===== src/rtl/glmd_pkg.sv =====
// shared types and constants for the grid local minimum detector
package glmd_pkg;

  localparam int CFG_BITS    = 11;
  localparam int POS_BITS    = 10;
  localparam int SAMPLE_BITS = 8;
  localparam int RISK_BITS   = 9;
  localparam int TOTAL_BITS  = 29;
  localparam logic [TOTAL_BITS-1:0] TOTAL_MAX = '1;

  // results per accepted sample: cell above, cell to the left, frame corner
  localparam int RUN_MAX   = 3;
  localparam int SLOT_BITS = 2;

  // result queue, in bundles of one sample each; depth is a power of two
  localparam int QUEUE_DEPTH = 4;
  localparam int QPTR_BITS   = 2;
  localparam int QCNT_BITS   = 3;

  typedef enum logic [0:0] {
    REG_FRAME_WIDTH  = 1'b0,
    REG_FRAME_HEIGHT = 1'b1
  } reg_index_t;

  typedef struct packed {
    logic [SAMPLE_BITS-1:0] height;
  } sample_t;

  typedef struct packed {
    logic [POS_BITS-1:0]    row;
    logic [POS_BITS-1:0]    col;
    logic [SAMPLE_BITS-1:0] cell_height;
    logic                   is_low;
    logic [RISK_BITS-1:0]   risk;
    logic [TOTAL_BITS-1:0]  risk_total;
    logic                   last_of_run;
    logic                   frame_done;
  } decision_t;

  typedef struct packed {
    logic [POS_BITS-1:0]    row;
    logic [POS_BITS-1:0]    col;
    logic [SAMPLE_BITS-1:0] cell_height;
    logic                   is_low;
    logic [RISK_BITS-1:0]   risk;
    logic                   frame_done;
  } result_t;

  typedef struct packed {
    logic                         clear;
    logic [SLOT_BITS-1:0]         count;
    result_t [RUN_MAX-1:0]        slot;
  } bundle_t;

  typedef struct packed {
    logic    valid;
    bundle_t bundle;
  } push_t;

endpackage


===== src/rtl/glmd_stream_if.sv =====
// valid/ready stream channel carrying one payload item per request
interface glmd_stream_if #(
  parameter type payload_t = logic
) ();
  logic     valid;
  logic     ready;
  payload_t payload;

  modport source (output valid, output payload, input ready);
  modport sink (input valid, input payload, output ready);
endinterface


===== src/rtl/glmd_out_queue.sv =====
// result bundle queue, serializer and running risk accumulator
module glmd_out_queue (
  input  logic                  clk,
  input  logic                  rst,
  input  glmd_pkg::push_t       push,
  output logic                  room,
  glmd_stream_if.source         decisions
);

  glmd_pkg::bundle_t                     q_mem [glmd_pkg::QUEUE_DEPTH];
  logic [glmd_pkg::QPTR_BITS-1:0]        wr_ptr;
  logic [glmd_pkg::QPTR_BITS-1:0]        rd_ptr;
  logic [glmd_pkg::QCNT_BITS-1:0]        q_count;
  logic [glmd_pkg::SLOT_BITS-1:0]        slot_idx;
  logic [glmd_pkg::TOTAL_BITS-1:0]       acc;
  logic                                  out_valid;
  glmd_pkg::decision_t                   out_data;

  glmd_pkg::bundle_t                     head;
  glmd_pkg::result_t                     cur;
  logic                                  last;
  logic                                  load;
  logic                                  pop;
  logic [glmd_pkg::TOTAL_BITS-1:0]       base;
  logic [glmd_pkg::TOTAL_BITS:0]         sum;
  logic [glmd_pkg::TOTAL_BITS-1:0]       total;

  assign head  = q_mem[rd_ptr];
  assign cur   = head.slot[slot_idx];
  assign last  = (slot_idx == head.count - glmd_pkg::SLOT_BITS'(1));
  assign load  = (q_count != '0) && (!out_valid || decisions.ready);
  assign pop   = load && last;
  assign room  = (q_count <= glmd_pkg::QCNT_BITS'(glmd_pkg::QUEUE_DEPTH - 2));

  // frame start clears the total ahead of the bundle's first result
  assign base  = (head.clear && slot_idx == '0) ? '0 : acc;
  assign sum   = {1'b0, base} + (glmd_pkg::TOTAL_BITS + 1)'(cur.risk);
  assign total = sum[glmd_pkg::TOTAL_BITS] ? glmd_pkg::TOTAL_MAX
                                           : sum[glmd_pkg::TOTAL_BITS-1:0];

  always_ff @(posedge clk) begin
    if (push.valid) begin
      q_mem[wr_ptr] <= push.bundle;
    end
  end

  always_ff @(posedge clk) begin
    if (rst) begin
      wr_ptr    <= '0;
      rd_ptr    <= '0;
      q_count   <= '0;
      slot_idx  <= '0;
      acc       <= '0;
      out_valid <= 1'b0;
    end else begin
      if (push.valid) begin
        wr_ptr <= wr_ptr + glmd_pkg::QPTR_BITS'(1);
      end
      unique case ({push.valid, pop})
        2'b10:   q_count <= q_count + glmd_pkg::QCNT_BITS'(1);
        2'b01:   q_count <= q_count - glmd_pkg::QCNT_BITS'(1);
        default: q_count <= q_count;
      endcase
      if (load) begin
        acc       <= total;
        out_valid <= 1'b1;
        if (last) begin
          slot_idx <= '0;
          rd_ptr   <= rd_ptr + glmd_pkg::QPTR_BITS'(1);
        end else begin
          slot_idx <= slot_idx + glmd_pkg::SLOT_BITS'(1);
        end
      end else if (decisions.ready) begin
        out_valid <= 1'b0;
      end
    end
  end

  always_ff @(posedge clk) begin
    if (load) begin
      out_data.row         <= cur.row;
      out_data.col         <= cur.col;
      out_data.cell_height <= cur.cell_height;
      out_data.is_low      <= cur.is_low;
      out_data.risk        <= cur.risk;
      out_data.risk_total  <= total;
      out_data.last_of_run <= last;
      out_data.frame_done  <= cur.frame_done;
    end
  end

  assign decisions.valid   = out_valid;
  assign decisions.payload = out_data;

endmodule


===== src/flat_wrapper.sv =====
// flat-port wrapper written by rule: the top's interface ports become plain ports
module glmd_out_queue_flat 
  (clk, rst, push, room, decisions_valid, decisions_payload, decisions_ready);
  glmd_stream_if decisions_i ();
  input  logic clk;
  input  logic rst;
  input  glmd_pkg::push_t push;
  output logic room;
  output wire logic [$bits(decisions_i.valid)-1:0] decisions_valid;
  output wire logic [$bits(decisions_i.payload)-1:0] decisions_payload;
  input wire logic [$bits(decisions_i.ready)-1:0] decisions_ready;
  assign decisions_valid = decisions_i.valid;
  assign decisions_payload = decisions_i.payload;
  assign decisions_i.ready = decisions_ready;
  glmd_out_queue u_core (.clk(clk), .rst(rst), .push(push), .room(room), .decisions(decisions_i));
endmodule

===== config.mk =====
export PLATFORM = sky130hd
export DESIGN_NAME = glmd_out_queue_flat
export DESIGN_NICKNAME = d
export VERILOG_FILES = /design/src/rtl/glmd_pkg.sv /design/src/rtl/glmd_stream_if.sv /design/src/rtl/glmd_out_queue.sv /design/src/flat_wrapper.sv
export SDC_FILE = /design/constraint.sdc
export NUM_CORES = 1
export LEC_CHECK = 0
export BUFFER_PORTS_ARGS = -buffer_cell sky130_fd_sc_hd__buf_2
export CAP_MARGIN = 10
export CORE_ASPECT_RATIO = 1.2
export CORE_MARGIN = 2
export CORE_UTILIZATION = 38
export CTS_CLUSTER_DIAMETER = 50
export DETAILED_ROUTE_END_ITERATION = 7
export PLACE_DENSITY = 0.87
export SYNTH_ARGS = -nofsm -noshare
export SYNTH_HDL_FRONTEND = slang
export SYNTH_SLANG_ARGS = --single-unit

===== constraint.sdc =====
create_clock -name clk -period 4 [get_ports clk]
set_input_delay 0.2 -clock clk [delete_from_list [all_inputs] [get_ports clk]]
set_output_delay 0.2 -clock clk [all_outputs]
set_load 0.02 [all_outputs]

# ---- After elaboration in Yosys (flattened, before gate mapping)
# Memories as Yosys holds them, arrays and structs flattened. A register that Yosys moved wholly into a read port is not among the register bits.
# Index checks and enable logic that the tools add are counted.
dict set report totals {
  ramBits 480
  ff_bits 11
  latch_bits 0
  inputBits 124
  word_cells 36
  n_memories 1
  rom_bits 0
  output_inout_bits 3
}
dict set report op_classes {
  n_eq_ne 3
  n_reduce_logical 8
  n_mul 0
  magnitude_cmp 2
  addsub 6
  bitwise_logic 0
  n_shift 0
  mux 10
  div_mod_pow 0
}
# name words word_bits rd rd_ports_with_merged_regs write_ports line_no
set memory_table {}
lappend memory_table {u_core.q_mem 4 120 1 1 1 glmd_out_queue.sv:10} ;# glmd_pkg::bundle_t q_mem [glmd_pkg::QUEUE_DEPTH];
# cell count
set ops {}
lappend ops {{$bmux W39 S2} 1}
lappend ops {{$add A2 B1 Y2 const B} 3}
lappend ops {{$mux W2} 3}
lappend ops {{$pmux W3 S2} 1}
lappend ops {{$mux W1} 5}
lappend ops {{$reduce_bool A2 Y1} 2}
lappend ops {{$add A3 B1 Y3 const B} 1}
lappend ops {{$le A3 B2 Y1 const B} 1}
lappend ops {{$lt A2 B3 Y1 const B} 1}
lappend ops {{$reduce_bool A3 Y1} 1}
lappend ops {{$sub A3 B1 Y3 const B} 1}
lappend ops {{$eq A2 B1 Y1 const B} 1}
lappend ops {{$eq A2 B2 Y1} 1}
lappend ops {{$eq A2 B2 Y1 const B} 1}
lappend ops {{$logic_and A1 B1 Y1} 2}
lappend ops {{$reduce_and A2 Y1} 1}
lappend ops {{$sub A2 B1 Y2 const B} 1}
lappend ops {{$logic_not A1 Y1} 1}
lappend ops {{$logic_or A1 B1 Y1} 1}

# ---- Depth between registers and ports, before layout
dict set report logic_depth {
  ltp_word 6
  mapped_depth 10
  mapped_depth_nobuf 9
}

# ---- Worst setup path after synthesis
# OpenSTA, ideal clock, no wires.
dict set report synth_timing {
  path_type {register to register}
  from {reg (tool-made name)}
  to {reg u_core.q_count[2] in the netlist's numbering}
  path_buffers 1
  slack_ps 1173
  arrival_ps 2757
  stages_incl_launch_ff 11
  period_less_slack_ps 2827
  required_time_ps 3929
  setup_time_ps 71
  path_cell_list {dfxtp_1 > buf_6 > mux4_2 > or4_4 > mux2i_4 > ha_1 > inv_1 > fa_1 > xor2_1 > or3_1 > a21oi_1}
}
# element line_no
set synth_lines {}
lappend synth_lines {{to (signal assigned)} glmd_out_queue.sv:60} ;# 2'b10: q_count <= q_count + glmd_pkg::QCNT_BITS'(1);
lappend synth_lines {{to (signal assigned)} glmd_out_queue.sv:61} ;# 2'b01: q_count <= q_count - glmd_pkg::QCNT_BITS'(1);
lappend synth_lines {{to (signal assigned)} glmd_out_queue.sv:62} ;# default: q_count <= q_count;
lappend synth_lines {{to (decl)} glmd_out_queue.sv:13} ;# logic [glmd_pkg::QCNT_BITS-1:0] q_count;

==> metrics.yaml <==
status:
  status: "complete, no violations"
worst_setup_path:
  arrival_ns: 3.37
  crit_required_ns: 4.21
  max_stage_delay_ns: 0.61
  crit_chain: "mux4_2 > or4_4 > mux2i_4 > ha_1 > inv_1 > fa_1 > xor2_1 > or3_1 > a21oi_1"
  critPathMaxFanout: 5
  startpoint_type: "flop"
  path_buf_inv: 1
  critPathKind: "reg2reg"
  slowest_stage: "mux4_2"
  endpoint_kind: "flop"
  path_delay_family: "multiplexers"
yosys:
  ys_seq_area_frac: 0.590
  netlist_area_um2: 1480
  synth_top_flop_cell: "edfxtp_1"
  synth-edff-count: 21
  synthArstFlopShare: 0
  synth_top_cell_by_area: "edfxtp_1"
  syn_inst: 102
  syn_area_per_cell_um2: 14.5
  synth_top_area_frac: 0.427
  synth_area_leaders: "edfxtp_1 (43%), dfxtp_1 (16%), mux4_1 (5.3%), ha_1 (4.2%), mux4_2 (3.1%)"
  yosys_warnings: 0
  synth.most_common_cell: "edfxtp_1"
  syn_nets: 232
  ys_types: 29
  synth_common_cells: "edfxtp_1 (21), dfxtp_1 (12), nor2_1 (8)"
  synth-seq-cells: 33
clock_network:
  cts_setup_buffers: 0
  cts-root-buf: "clkbuf_8"
  clkLatencyLatePin_ns: 0.28
  cts.path.max_buffers: 2
  htreeDepth: 2
  cts_buffers: 5
  clock-sinks: 33
  hold_buffers: 0
  ctsResizeCount: 0
  path_clk_slew_ns: 0.07
  cts_tree: "yes"
global_route:
  gr-total-overflow: 0
  grt_pass1_wl_um: 4090
  grt_max_degree: 13
  grt_pass1_vias: 892
  grtUsageTotal: 0.132
  antenna_found_initial: 0
sta:
  rsz0062_at_grt: "false"
  max_freq_mhz: 316
  clock_skew_ns: 0.00762
  min_period_ns: 3.16
  fin_setup_tns_ns: 0
  slew_viol_final: 0
  hold_viol: 0
  worst_slew_pin_slew_ns: 0.782
  setup_viol: 0
  post-route-period-util: 0.790
  slew_headroom: 0.475
placed_design:
  place_congestion: 0.702
  hpwlAfterDp_um: 1870
  portBuffers: 11
pwr:
  leakage_nw: 0.597
  p_per_area_nw_per_um2: 599
  irDropWorstVdd_uv: 336
routing:
  via_per_inst: 4.98
  wl_per_cell_um: 14.6
  routed_wirelength_um: 2500
  drcViolationCount: 0
  vias: 851
  drt_iter0_drc: 15
  first_pass_iters: 4
  postRouteAntennaNets: 0
die:
  die_y_um: 72.3
  initial_utilization: 0.403
  die_w_um: 60.9
  num_io_pins: 127
  rows: 24
  die-area_um2: 4400
  core_area_um2: 3660
finish:
  nets: 248
  post_route_cells_drive_above_1_share: 0.202
  syn2layout_area_growth_pct: 13.0
  antennaDiodeCount: 0
  final_util: 0.455
hold_path:
  hold_path_startpoint: "push[0]"
  min_path_type: "in2reg"
run:
  maxCapViolations: 0
-- report_power, final --
| part | switching [mW] | internal, mW | total (mW) |
|---|---|---|---|
| clock network | 0.119 | 0.120 | 0.238 |
| registers | 0.0503 | 0.416 | 0.467 |
| logic | 0.157 | 0.136 | 0.293 |
| total | 0.326 | 0.672 | 0.998 |
-- through the flow --
step	cell area [µm²]	instances	hold WS, ns	setup slack (ns)	power, mW
floorplan	1480	102	0.299	1.17	0.698
global placement	1580	163	0.412	0.987	0.738
detailed placement	1580	163	0.423	0.844	0.768
CTS	1670	171	0.125	0.810	1.01
global route	1670	171	0.116	0.698	1.06
finish	1670	171	0.131	0.838	0.998
-- path summary, 6_finish.rpt --
| path | end | slack, ns | cells past startpoint |
|---|---|---|---|
| setup / recovery | u_core.q_count[2] | 0.84 | 9 |
| setup reg to reg | u_core.q_count[2] | 0.84 | 9 |
| hold reg to reg | u_core.q_count[2] | 0.54 | 2 |
| hold / removal | u_core.q_mem[3][0] | 0.13 | 1 |
-- state kept, by name, summed over array words and instances (netlist names), named ones only --
signal	count
u_core.q_mem	20
u_core.decisions.payload	1
u_core.wr_ptr	2
u_core.decisions.valid	1
u_core.slot_idx	2
u_core.rd_ptr	2
u_core.q_count	3
-- logic make-up (layout without fill, tap and decap cells) --
logic type                 Yosys count  count (layout)  share of synthesized area
AOI/OAI and AO/OA                    9               9                     0.0348
xor gates and xnor gates             5               5                     0.0424
adders and majority gates            6               6                     0.0560
buffers and inverters                9              26                     0.0280
DFF                                 33              33                      0.590
muxes                               12              12                      0.142
and+or+nand+nor                     28              28                      0.106
-- worst register-to-register path, delay by kind of cell (launching register included) --
family	cells	cell delay (ns)
AO/OA/AOI/OAI	1	0.15
buffers and inverters	1	0.07
adder cells (fa/ha/maj)	2	0.62
XOR/XNOR	1	0.16
multiplexers	2	0.84
AND/OR/NAND/NOR	2	0.77
flip-flops	1	0.48
-- per-layer routing --
metal  vias to the layer above  share of wire  GRT usage
met4                         0          0.016     0.0507
met3                         4          0.038     0.0481
li1                        405              -          -
met5                         -              0          0
met1                       429           0.42      0.152
met2                        13           0.53      0.220
-- layout by cell type, fill, tap and decap left out, types with 2 or more instances in the layout --
master	netlist	final
a21oi_1	5	5
and2_1	4	4
buf_2	0	11
clkbuf_8	0	5
clkinv_2	0	2
dfxtp_1	12	12
edfxtp_1	21	21
ha_1	5	5
inv_1	7	7
mux2_1	3	3
mux2i_1	3	3
mux4_1	3	3
mux4_2	2	2
nand4_1	2	2
nor2_1	8	8
nor2b_1	4	4
nor3_1	3	3
o21ai_0	3	3
or3_1	2	2
xnor2_1	2	2
xor2_1	2	2
-- layout make-up --
type	count	area (µm²)
well taps	52	65.1
repair buffers	11	55.1
inverters	7	26.3
clock inverters	3	17.5
multi-input cells	60	563
flip-flops and latches	33	871
fillers	346	2000
clock buffers	5	68.8
No activity file was read; power rests on OpenSTA's default activity.
